$ cat src/design/pts_pkg.sv
`default_nettype none
// ----------------------------------------------------------------------------
// pts_pkg
// Shared types and codes for the bitmap priority scheduler.
// ----------------------------------------------------------------------------
package pts_pkg;

  typedef enum logic [3:0] {
    ACT_INSTALL  = 4'd0,
    ACT_DELAY    = 4'd1,
    ACT_BLK_PRIO = 4'd2,
    ACT_UBK_PRIO = 4'd3,
    ACT_BLK_TASK = 4'd4,
    ACT_UBK_TASK = 4'd5,
    ACT_BLK_RNG  = 4'd6,
    ACT_UBK_RNG  = 4'd7,
    ACT_TICK     = 4'd8,
    ACT_SCHED    = 4'd9
  } action_e;

  typedef enum logic [1:0] {
    ST_OK     = 2'd0,
    ST_IRQ    = 2'd1,
    ST_NOTASK = 2'd2
  } status_e;

  typedef enum logic [2:0] {
    S_IDLE,
    S_READ,
    S_EXEC,
    S_WALK,
    S_TOP,
    S_RESCHED,
    S_OUT
  } state_e;

  // controller to datapath
  typedef struct packed {
    logic load;      // capture request
    logic read;      // register table reads for the request
    logic exec;      // apply single action
    logic walk_init; // load slot walker
    logic walk_step; // one slot of range or tick walk
    logic top;       // register top-priority search
    logic resched;   // update running task
    logic out_load;  // fill output register
  } pts_cmd_t;

  // datapath to controller
  typedef struct packed {
    logic walk_done;
    logic needs_walk;
  } pts_sts_t;

  localparam logic [15:0] TICK_WRAP_RST = 16'd64000;

endpackage
`default_nettype wire

$ cat src/design/pts_ctrl.sv
`default_nettype none
// ----------------------------------------------------------------------------
// pts_ctrl
// Sequencer: read, execute, optional slot walk, search, reschedule, output.
// ----------------------------------------------------------------------------
module pts_ctrl (
  input  wire logic            clk_i,
  input  wire logic            rst_ni,
  input  wire logic            in_valid_i,
  output logic                 in_ready_o,
  input  wire logic            out_busy_i,
  output pts_pkg::pts_cmd_t    cmd_o,
  input  wire pts_pkg::pts_sts_t sts_i
);
  import pts_pkg::*;

  state_e state_q, state_d;

  always_ff @(posedge clk_i or negedge rst_ni) begin
    if (!rst_ni) begin
      state_q <= S_IDLE;
    end else begin
      state_q <= state_d;
    end
  end

  always_comb begin
    state_d = state_q;
    unique case (state_q)
      S_IDLE:    if (in_valid_i) state_d = S_READ;
      S_READ:    state_d = S_EXEC;
      S_EXEC:    state_d = sts_i.needs_walk ? S_WALK : S_TOP;
      S_WALK:    if (sts_i.walk_done) state_d = S_TOP;
      S_TOP:     state_d = S_RESCHED;
      S_RESCHED: state_d = S_OUT;
      S_OUT:     if (!out_busy_i) state_d = S_IDLE;
      default:   state_d = S_IDLE;
    endcase
  end

  always_comb begin
    cmd_o      = '0;
    in_ready_o = 1'b0;
    unique case (state_q)
      S_IDLE: begin
        in_ready_o = 1'b1;
        cmd_o.load = in_valid_i;
      end
      S_READ: cmd_o.read = 1'b1;
      S_EXEC: begin
        cmd_o.exec      = 1'b1;
        cmd_o.walk_init = 1'b1;
      end
      S_WALK:    cmd_o.walk_step = 1'b1;
      S_TOP:     cmd_o.top = 1'b1;
      S_RESCHED: cmd_o.resched = 1'b1;
      S_OUT:     cmd_o.out_load = !out_busy_i;
      default: ;
    endcase
  end

endmodule
`default_nettype wire

$ cat src/design/pts_dp.sv
`default_nettype none
// ----------------------------------------------------------------------------
// pts_dp
// Scheduler state: masks, task tables, wake times, tick counter, walker.
// ----------------------------------------------------------------------------
module pts_dp #(
  parameter int NUM_PRIORITIES = 32,
  parameter int TASK_SLOTS     = 32
) (
  input  wire logic              clk_i,
  input  wire logic              rst_ni,
  input  wire logic              cfg_we_i,
  input  wire logic [15:0]       cfg_wdata_i,
  input  wire logic [3:0]        action_i,
  input  wire logic [4:0]        task_index_i,
  input  wire logic [4:0]        priority_req_i,
  input  wire logic [5:0]        task_count_i,
  input  wire logic [15:0]       wait_ticks_i,
  input  wire logic              in_interrupt_i,
  input  wire pts_pkg::pts_cmd_t cmd_i,
  output pts_pkg::pts_sts_t      sts_o,
  output logic [1:0]             status_o,
  output logic [4:0]             next_task_o,
  output logic [4:0]             next_priority_o,
  output logic                   switched_o
);
  import pts_pkg::*;

  localparam logic [31:0] PRIO_MASK = 32'hFFFF_FFFF >> (32 - NUM_PRIORITIES);

  logic [15:0] tick_wrap_q;
  logic [31:0] ready_q, unblk_q;
  logic [31:0] delaying_q;
  logic [15:0] tick_q;
  logic [4:0]  run_q;
  logic [4:0]  tprio_mem [32];
  logic [4:0]  ptask_mem [32];
  logic [15:0] wake_mem [32];

  // captured request
  logic [3:0]  act_q;
  logic [4:0]  tsk_q, prio_q;
  logic [5:0]  cnt_q;
  logic [15:0] wait_q;
  logic        irq_q;
  // registered table reads
  logic [4:0]  pot_task_q, pot_run_q, top_prio_q, top_task_q;
  logic [4:0]  tsk_of_prio_q;
  logic [1:0]  status_q;
  logic        sw_q;
  logic        resched_q;
  logic        refused_q;
  // walker
  logic [5:0]  wi_q;
  logic [5:0]  wend_q;
  logic [4:0]  w_prio_q;
  logic [15:0] w_wake_q;
  logic        w_valid_q;
  logic        w_slot_ok_q;

  function automatic logic [31:0] pbit(input logic [4:0] p);
    if ({27'd0, p} >= NUM_PRIORITIES) return '0;
    return 32'd1 << p;
  endfunction

  logic refusable;
  assign refusable = (act_q == ACT_DELAY) || (act_q == ACT_BLK_PRIO) ||
                     (act_q == ACT_BLK_TASK) || (act_q == ACT_BLK_RNG) ||
                     (act_q == ACT_UBK_RNG);

  logic tsk_ok;
  assign tsk_ok = (tsk_q != 5'd0) && ({27'd0, tsk_q} < TASK_SLOTS);

  logic is_walk;
  assign is_walk = !refused_q && ((act_q == ACT_TICK) || (act_q == ACT_BLK_RNG) ||
                                   (act_q == ACT_UBK_RNG));

  // wake time and tick increment
  logic [16:0] wsum, wsub, tinc;
  assign wsum = {1'b0, tick_q} + {1'b0, wait_q};
  assign wsub = wsum - {1'b0, tick_wrap_q};
  assign tinc = {1'b0, tick_q} + 17'd1;

  // top priority search over the eligible mask
  logic [31:0] elig;
  logic [4:0]  top_p;
  assign elig = ready_q & unblk_q & PRIO_MASK;
  always_comb begin
    top_p = '0;
    for (int i = 0; i < 32; i++) begin
      if (elig[i]) top_p = 5'(i);
    end
  end

  // walk pipeline: stage 0 reads slot wi_q, stage 1 applies it
  logic [5:0] wlim;
  assign wlim = ({1'b0, wend_q} > 7'(TASK_SLOTS)) ? 6'(TASK_SLOTS) : wend_q;
  assign sts_o.needs_walk = is_walk;
  assign sts_o.walk_done  = (wi_q >= wlim) && !w_valid_q;

  always_ff @(posedge clk_i) begin
    if (cmd_i.walk_step && (wi_q < wlim)) begin
      w_prio_q    <= ptask_mem[wi_q[4:0]];
      w_wake_q    <= wake_mem[wi_q[4:0]];
      w_slot_ok_q <= (wi_q != 6'd0) && (wi_q[4:0] != run_q);
    end
  end

  always_ff @(posedge clk_i or negedge rst_ni) begin
    if (!rst_ni) begin
      tick_wrap_q <= TICK_WRAP_RST;
      ready_q     <= '0;
      unblk_q     <= '1;
      delaying_q  <= '0;
      tick_q      <= '0;
      run_q       <= '0;
      wi_q        <= '0;
      wend_q      <= '0;
      w_valid_q   <= 1'b0;
    end else begin
      if (cfg_we_i) tick_wrap_q <= cfg_wdata_i;
      if (cmd_i.walk_init) begin
        w_valid_q <= 1'b0;
        if (act_q == ACT_TICK) begin
          wi_q   <= 6'd1;
          wend_q <= 6'd32;
        end else begin
          wi_q   <= {1'b0, tsk_q};
          wend_q <= (7'({1'b0, tsk_q}) + 7'(cnt_q) > 7'd32) ? 6'd32
                    : 6'({1'b0, tsk_q}) + cnt_q;
        end
      end
      if (cmd_i.exec && !refused_q) begin
        unique case (act_q)
          ACT_INSTALL: if (tsk_ok) begin
            delaying_q[tsk_q] <= 1'b0;
            ready_q <= ready_q | pbit(prio_q);
          end
          ACT_DELAY: if (run_q != 5'd0) begin
            delaying_q[run_q] <= 1'b1;
            ready_q <= ready_q & ~pbit(pot_run_q);
          end
          ACT_BLK_PRIO: unblk_q <= unblk_q & ~pbit(prio_q);
          ACT_UBK_PRIO: unblk_q <= unblk_q | pbit(prio_q);
          ACT_BLK_TASK: if (tsk_ok) unblk_q <= unblk_q & ~pbit(pot_task_q);
          ACT_UBK_TASK: if (tsk_ok) unblk_q <= unblk_q | pbit(pot_task_q);
          ACT_TICK: tick_q <= (tinc >= {1'b0, tick_wrap_q}) ? 16'd0 : tinc[15:0];
          default: ;
        endcase
      end
      if (cmd_i.walk_step) begin
        w_valid_q <= wi_q < wlim;
        if (wi_q < wlim) wi_q <= wi_q + 6'd1;
        if (w_valid_q) begin
          if (act_q == ACT_TICK) begin
            if (delaying_q[wi_q[4:0] - 5'd1] && (w_wake_q == tick_q)) begin
              ready_q <= ready_q | pbit(w_prio_q);
              delaying_q[wi_q[4:0] - 5'd1] <= 1'b0;
            end
          end else if (w_slot_ok_q) begin
            if (act_q == ACT_BLK_RNG) unblk_q <= unblk_q & ~pbit(w_prio_q);
            else unblk_q <= unblk_q | pbit(w_prio_q);
          end
        end
      end
      if (cmd_i.resched && resched_q && (top_task_q != run_q)) run_q <= top_task_q;
    end
  end

  // table memories and request registers
  always_ff @(posedge clk_i) begin
    if (cmd_i.load) begin
      act_q  <= action_i;
      tsk_q  <= task_index_i;
      prio_q <= priority_req_i;
      cnt_q  <= task_count_i;
      wait_q <= wait_ticks_i;
      irq_q  <= in_interrupt_i;
    end
    if (cmd_i.read) begin
      pot_task_q    <= ptask_mem[tsk_q];
      pot_run_q     <= ptask_mem[run_q];
      tsk_of_prio_q <= tprio_mem[prio_q];
      refused_q     <= refusable && irq_q;
    end
    if (cmd_i.exec && !refused_q) begin
      if ((act_q == ACT_INSTALL) && tsk_ok) begin
        tprio_mem[prio_q] <= tsk_q;
        ptask_mem[tsk_q]  <= prio_q;
      end
      if ((act_q == ACT_DELAY) && (run_q != 5'd0)) begin
        wake_mem[run_q] <= (wsum >= {1'b0, tick_wrap_q}) ? wsub[15:0] : wsum[15:0];
      end
    end
    if (cmd_i.exec) begin
      status_q <= ST_OK;
      if (refused_q) status_q <= ST_IRQ;
      else if ((act_q == ACT_DELAY) && (run_q == 5'd0)) status_q <= ST_NOTASK;
      resched_q <= 1'b0;
      if (!refused_q) begin
        case (act_q)
          ACT_DELAY:    resched_q <= run_q != 5'd0;
          ACT_BLK_PRIO: resched_q <= run_q == tsk_of_prio_q;
          ACT_UBK_PRIO: resched_q <= (run_q != 5'd0) && !irq_q;
          ACT_BLK_TASK: resched_q <= tsk_ok && (run_q == tsk_q);
          ACT_UBK_TASK: resched_q <= tsk_ok && (run_q != 5'd0) && !irq_q;
          ACT_TICK, ACT_SCHED: resched_q <= 1'b1;
          default: ;
        endcase
      end
    end
    if (cmd_i.top) begin
      top_prio_q <= top_p;
      top_task_q <= tprio_mem[top_p];
    end
    if (cmd_i.resched) sw_q <= resched_q && (top_task_q != run_q);
    if (cmd_i.out_load) begin
      status_o        <= status_q;
      next_task_o     <= top_task_q;
      next_priority_o <= top_prio_q;
      switched_o      <= sw_q;
    end
  end

endmodule
`default_nettype wire

$ cat src/design/priority_task_scheduler.sv
`default_nettype none
// ----------------------------------------------------------------------------
// priority_task_scheduler
// Bitmap priority-preemptive task scheduler with tick-driven delays.
// ----------------------------------------------------------------------------
// sequence: capture, table read, execute, an optional slot walk for tick and
// range actions, top-priority search, reschedule, then the output load
// flow: one item at a time; the next transfer is taken the cycle after the
// result is loaded, and a stalled output register holds the sequencer
// reset: ready mask, delay flags, tick counter and running task cleared and
// unblock mask set at once; task tables and wake times hold nothing until written
module priority_task_scheduler #(
  parameter int NUM_PRIORITIES = 32,
  parameter int TASK_SLOTS     = 32
) (
  input  wire logic        clk_i,
  input  wire logic        rst_ni,
  input  wire logic        cfg_we_i,
  input  wire logic [15:0] cfg_wdata_i,
  input  wire logic        in_valid_i,
  output logic             in_ready_o,
  input  wire logic [3:0]  action_i,
  input  wire logic [4:0]  task_index_i,
  input  wire logic [4:0]  priority_req_i,
  input  wire logic [5:0]  task_count_i,
  input  wire logic [15:0] wait_ticks_i,
  input  wire logic        in_interrupt_i,
  output logic             out_valid_o,
  input  wire logic        out_ready_i,
  output logic [1:0]       status_o,
  output logic [4:0]       next_task_o,
  output logic [4:0]       next_priority_o,
  output logic             switched_o
);
  import pts_pkg::*;

  pts_cmd_t cmd;
  pts_sts_t sts;
  logic     out_valid_q;

  // output register holds the result until transferred
  always_ff @(posedge clk_i or negedge rst_ni) begin
    if (!rst_ni) begin
      out_valid_q <= 1'b0;
    end else if (cmd.out_load) begin
      out_valid_q <= 1'b1;
    end else if (out_ready_i) begin
      out_valid_q <= 1'b0;
    end
  end
  assign out_valid_o = out_valid_q;

  pts_ctrl u_ctrl (
    .clk_i, .rst_ni, .in_valid_i, .in_ready_o,
    .out_busy_i(out_valid_q && !out_ready_i),
    .cmd_o(cmd), .sts_i(sts)
  );

  pts_dp #(.NUM_PRIORITIES(NUM_PRIORITIES), .TASK_SLOTS(TASK_SLOTS)) u_dp (
    .clk_i, .rst_ni, .cfg_we_i, .cfg_wdata_i,
    .action_i, .task_index_i, .priority_req_i, .task_count_i,
    .wait_ticks_i, .in_interrupt_i,
    .cmd_i(cmd), .sts_o(sts),
    .status_o, .next_task_o, .next_priority_o, .switched_o
  );

endmodule
`default_nettype wire

$ cat config.mk
export PLATFORM = sky130hd
export DESIGN_NAME = priority_task_scheduler
export DESIGN_NICKNAME = d
export VERILOG_FILES = /design/src/design/pts_pkg.sv /design/src/design/pts_ctrl.sv /design/src/design/pts_dp.sv /design/src/design/priority_task_scheduler.sv
export SDC_FILE = /design/constraint.sdc
export NUM_CORES = 2
export LEC_CHECK = 0
export BUFFER_PORTS_ARGS = -buffer_cell sky130_fd_sc_hd__buf_4
export CAP_MARGIN = 30
export CORE_ASPECT_RATIO = 1.25
export CORE_MARGIN = 8
export CORE_UTILIZATION = 56
export CTS_CLUSTER_SIZE = 8
export DETAILED_ROUTE_END_ITERATION = 8
export PLACE_DENSITY = 0.72
export SYNTH_ARGS = -nofsm -noshare
export SYNTH_HDL_FRONTEND = slang
export SYNTH_SLANG_ARGS = --single-unit
$ cat constraint.sdc
create_clock -name clk_i -period 11.3 [get_ports clk_i]
set_input_delay 2.26 -clock clk_i [delete_from_list [all_inputs] [get_ports clk_i]]
set_output_delay 2.26 -clock clk_i [all_outputs]
set_load 0.01 [all_outputs]
==> Flow_metrics.wiki <==
{| class="wikitable"
! Metric !! Value
|-
| Violation count after the first detailed-route iteration || 4059
|-
| PD cells || around 230 nW/µm²
|-
| Antenna violations before repair || 0
|-
| Prevailing post-synth register cell || sky130_fd_sc_hd__edfxtp_1
|-
| Height of the die || between 300 and 400 µm
|-
| Core area || 90000 µm²
|-
| Result of the run || completed
|-
| Reported net switching power || ~4200 µW
|-
| Proportion of power drawn by combinational gates || 0.279
|-
| Number of port buffers || 72
|-
| Clock-pin slew of the registers on the worst-case setup and hold paths || 50 ps
|-
| Total track usage || 0.301
|-
| Number of buffers created by CTS || between 150 and 200
|-
| Unrepaired setup endpoints after global routing || false
|-
| Switching Share || 0.317
|-
| Count of distinct cell types in the synthesized netlist || 87
|-
| IR drop worst, VDD || approximately 0.21 mV
|-
| 1st-pass router iterations || 8
|-
| Dominant combinational cell family by area after synthesis || multiplexers
|-
| Vias/cell || 6.99
|-
| Netlist area before placement || slightly above 50000 µm²
|-
| Post-CTS repair timing setup buffer count || 0
|-
| Cell at the slowest stage of the critical path || sky130_fd_sc_hd__mux2_1
|-
| Number of nets still failing antenna checks after routing || 0
|-
| Power share of the sequential group || 0.406
|-
| Portion of the clock cycle consumed by the worst path in the final layout || 0.533
|-
| Latest clock arrival within the worst-skew pair || between 700 and 800 ps
|-
| Final-layout fill cell count || about 6200
|-
| Half-perimeter wire length after detailed placement || approximately 100000 µm
|-
| Die outline area || approximately 100000 µm²
|-
| Count of final setup violators || 0
|-
| Crit path buf inv count || 0
|-
| Final routed wirelength across all metal layers || around 150000 µm
|-
| Async set-or-reset flop fraction in the synthesized netlist || 0.137
|-
| Buffer depth of the longest clock path || 3
|-
| Worst Path Max Fanout || 32
|-
| Ratio of cells with drive above 1 in the final layout || 0.235
|-
| Slew at the pin with the worst max-slew slack || about 1100 ps
|-
| Most common cell in the netlist || sky130_fd_sc_hd__edfxtp_1
|-
| Share of synthesized cell area in and, or, nand and nor gates || 0.0649
|-
| Placer's final routability congestion estimate || 0.965
|-
| Worst hold margin || 417 ps
|-
| Worst path cell trace || ha_1 > a21o_1 > a21oi_1 > o21ai_1 > a21o_1 > o41ai_1 > o21ai_0 > or2_1 > a21oi_1 > xnor2_1 > ha_1 > and3_1 > a221o_1 > nor2b_2 > mux2_1
|-
| TritonCTS clock tree || yes
|-
| Post-synthesis share of cell area spent on full adders, half adders and majority gates || 0.0172
|-
| Achievable Freq || ~170 MHz
|-
| Effective utilization at floorplan || 0.565
|-
| Launching element type of the critical path || flip-flop
|-
| Family of cells with the greatest summed delay on the critical path || compound AO/OA/AOI/OAI gates
|-
| Chip width || between 200 and 300 µm
|-
| Class of the worst hold path || reg2reg
|-
| Number of violations of the max-capacitance limit || 0
|-
| Clock sink count || around 1100
|-
| Final design area excluding fillers || between 50000 and 60000 µm²
|-
| Setup Crit Path Kind || reg2reg
|-
| Placement Rows || about 120
|-
| Num ports || 73
|-
| Cell area reported after detailed placement || around 53000 µm²
|-
| Critical Path RT || about 12000 ps
|-
| First-pass GRT wire length || roughly 220000 µm
|-
| Post-synthesis register bit count || around 1100
|-
| Post-synthesis mux area share || 0.181
|-
| Number of vias in the routed layout || about 33000
|-
| Post-layout net count || 3550
|-
| Post-synth EDFFs || between 900 and 1000
|-
| Synth area leaders || sky130_fd_sc_hd__edfxtp_1 55%, sky130_fd_sc_hd__mux4_2 15%, sky130_fd_sc_hd__dfrtp_1 5.5%
|-
| Crit path largest cell delay || between 800 and 900 ps
|-
| Cell at the root of the clock tree || sky130_fd_sc_hd__clkbuf_16
|-
| Maximum clock skew at final layout || 51.1 ps
|-
| Share of the synthesized area in the top cell type || 0.551
|-
| Minimum clock period || 6030 ps
|-
| Sequential-to-total area share from yosys stat || 0.625
|-
| Pin count of the biggest net entering global routing || around 110
|-
| Total negative slack for setup checks || 0 ps
|-
| Commonest cells in the synthesized netlist || 934 x sky130_fd_sc_hd__edfxtp_1, 348 x sky130_fd_sc_hd__mux4_2, 231 x sky130_fd_sc_hd__a21oi_1
|-
| Hold Fails Final Rpt || 0
|-
| Post-synthesis xor/xnor area fraction || 0.0145
|-
| Cell Int Power || 9170 µW
|-
| Average wire length per cell after detail routing || around 33 µm
|-
| Max-slew violation count || 0
|-
| Slew HR || 0.255
|-
| Average size of a mapped cell || between 15 and 20 µm²
|-
| H-tree depth || 4
|-
| DRC Markers || 0
|-
| Total of cells resized after clock tree synthesis || 0
|-
| Cell count after synthesis || about 3300
|-
| Global route total overflow || 0
|-
| Core utilization of the finished layout || 0.642
|-
| Clock group share of total power || 0.314
|-
| Capturing element type of the critical path || flip-flop
|-
| Compound-Gate Fraction of Synth Area || 0.0759
|-
| Leakage dissipation || around 0.019 µW
|-
| Synth warn || 0
|-
| Via count of the first global-routing pass || 33500
|-
| Hold buffers post-CTS || 0
|-
| Arr. time, crit path || around 6400 ps
|-
| Largest area contributor in the synthesized netlist || sky130_fd_sc_hd__edfxtp_1
|-
| Area Overhead vs Synth || 13.6%
|}
==> logic make-up (layout without fill, tap and decap cells) <==
kind of cell,Yosys count,in the layout
AOI/OAI and AO/OA,642,642
xor gates and xnor gates,84,84
adders and majority gates,68,68
buffers and inverters,265,440
DFF,1082,1082
muxes,479,479
other,1,22
and+or+nand+nor,680,680
==> flip-flops by register name, summed over array words and instances (netlist names), 4 cells and up, named ones only <==
register              cells
u_dp.act_q                4
u_dp.cnt_q                6
u_dp.delaying_q          32
u_dp.next_priority_o      5
u_dp.next_task_o          5
u_dp.pot_run_q            5
u_dp.pot_task_q           5
u_dp.prio_q               5
u_dp.ptask_mem          160
u_dp.ready_q             31
u_dp.run_q                5
u_dp.tick_q              16
u_dp.tick_wrap_q         16
u_dp.top_prio_q           5
u_dp.top_task_q           5
u_dp.tprio_mem          160
u_dp.tsk_of_prio_q        5
u_dp.tsk_q                5
u_dp.w_prio_q             5
u_dp.w_wake_q            16
u_dp.wait_q              16
u_dp.wake_mem           512
u_dp.wend_q               6
u_dp.wi_q                 6
==> path summary, 6_finish.rpt <==
check	start	slack, ps	cells past startpoint	end
hold / removal	u_dp.top_prio_q[4]$_DFFE_PP_	420	0	u_dp.next_priority_o[4]$_DFFE_PP_
hold reg to reg	u_dp.top_prio_q[4]$_DFFE_PP_	420	0	u_dp.next_priority_o[4]$_DFFE_PP_
min in group asynchronous	rst_ni	1290	1	u_dp.ready_q[26]$_DFF_PN0_
max in group asynchronous	rst_ni	8420	3	u_dp.wi_q[0]$_DFF_PN0_
setup reg to reg	u_dp.tick_q[1]$_DFFE_PN0P_	5270	15	u_dp.wake_mem[17][3]$_DFFE_PP_
setup / recovery	u_dp.tick_q[1]$_DFFE_PN0P_	5270	15	u_dp.wake_mem[17][3]$_DFFE_PP_
==> metal layers <==
metal	up-vias	GRT usage	wire length [µm]	part of all wire
met5	-	0	0	0
met4	0	0.171	10000	0.065
met3	533	0.0594	13700	0.089
met2	2185	0.505	76500	0.50
met1	16600	0.365	53400	0.35
li1	13400	-	-	-
==> layout make-up <==
| cell class | instances | area, µm² | share of cell area |
|---|---|---|---|
| multi-input combinational | 1974 | 18300 | 0.317 |
| inverter | 58 | 218 | 0.00377 |
| antenna | 1 | 2.50 | 0.0000433 |
| sequential | 1082 | 31800 | 0.550 |
| tap | 1187 | 1490 | 0.0257 |
| timing repair buffer | 155 | 1630 | 0.0282 |
| clock inverter | 11 | 190 | 0.00329 |
| clock buffer | 216 | 4160 | 0.0719 |
==> worst register-to-register path, cell delays in order, from the launching register on <==
cell                      delay, ps
sky130_fd_sc_hd__dfrtp_1        530
sky130_fd_sc_hd__ha_1           300
sky130_fd_sc_hd__a21o_1         170
sky130_fd_sc_hd__a21oi_1        230
sky130_fd_sc_hd__o21ai_1        180
sky130_fd_sc_hd__a21o_1         230
sky130_fd_sc_hd__o41ai_1        570
sky130_fd_sc_hd__o21ai_0        290
sky130_fd_sc_hd__or2_1          280
sky130_fd_sc_hd__a21oi_1        200
sky130_fd_sc_hd__xnor2_1        150
sky130_fd_sc_hd__ha_1           300
sky130_fd_sc_hd__and3_1         180
sky130_fd_sc_hd__a221o_1        360
sky130_fd_sc_hd__nor2b_2        770
sky130_fd_sc_hd__mux2_1         900
==> cell usage in the layout (no fill, tap or decap), drive strengths merged, types with 16 or more instances in the layout <==
master  instances
a22o           28
dfrtp         111
nand3          77
a22oi          76
mux4          348
edfxtp        934
buf           155
and3           27
and2           19
xnor2          43
mux2i          88
o22ai          53
nand2         154
dfstp          37
conb           21
nand4          33
nor3           37
a31oi          22
clkbuf        216
o21ai         162
nor4           16
ha             65
nor2b          30
nor2          214
a21oi         232
xor2           41
inv            65
mux2           43
==> power by group through the flow <==
stage / clock [µW] / sequential [µW] / combinational (µW)
after floorplan: 0 / 5270 / 2690
after global placement: 0 / 5490 / 3590
after detailed placement: 0 / 5500 / 3690
after CTS: 4240 / 5440 / 3720
after global routing: 4400 / 5460 / 3980
final: 4220 / 5450 / 3750
==> stage by stage <==
step,std cells,worst slack (ps),power [µW]
finish,4684,5270,13400
global route,4683,4960,13800
CTS,4678,5360,13400
detailed placement,4451,5420,9200
global placement,4420,5450,9090
floorplan,3321,5480,7960
No activity file was read; power rests on OpenSTA's default activity.
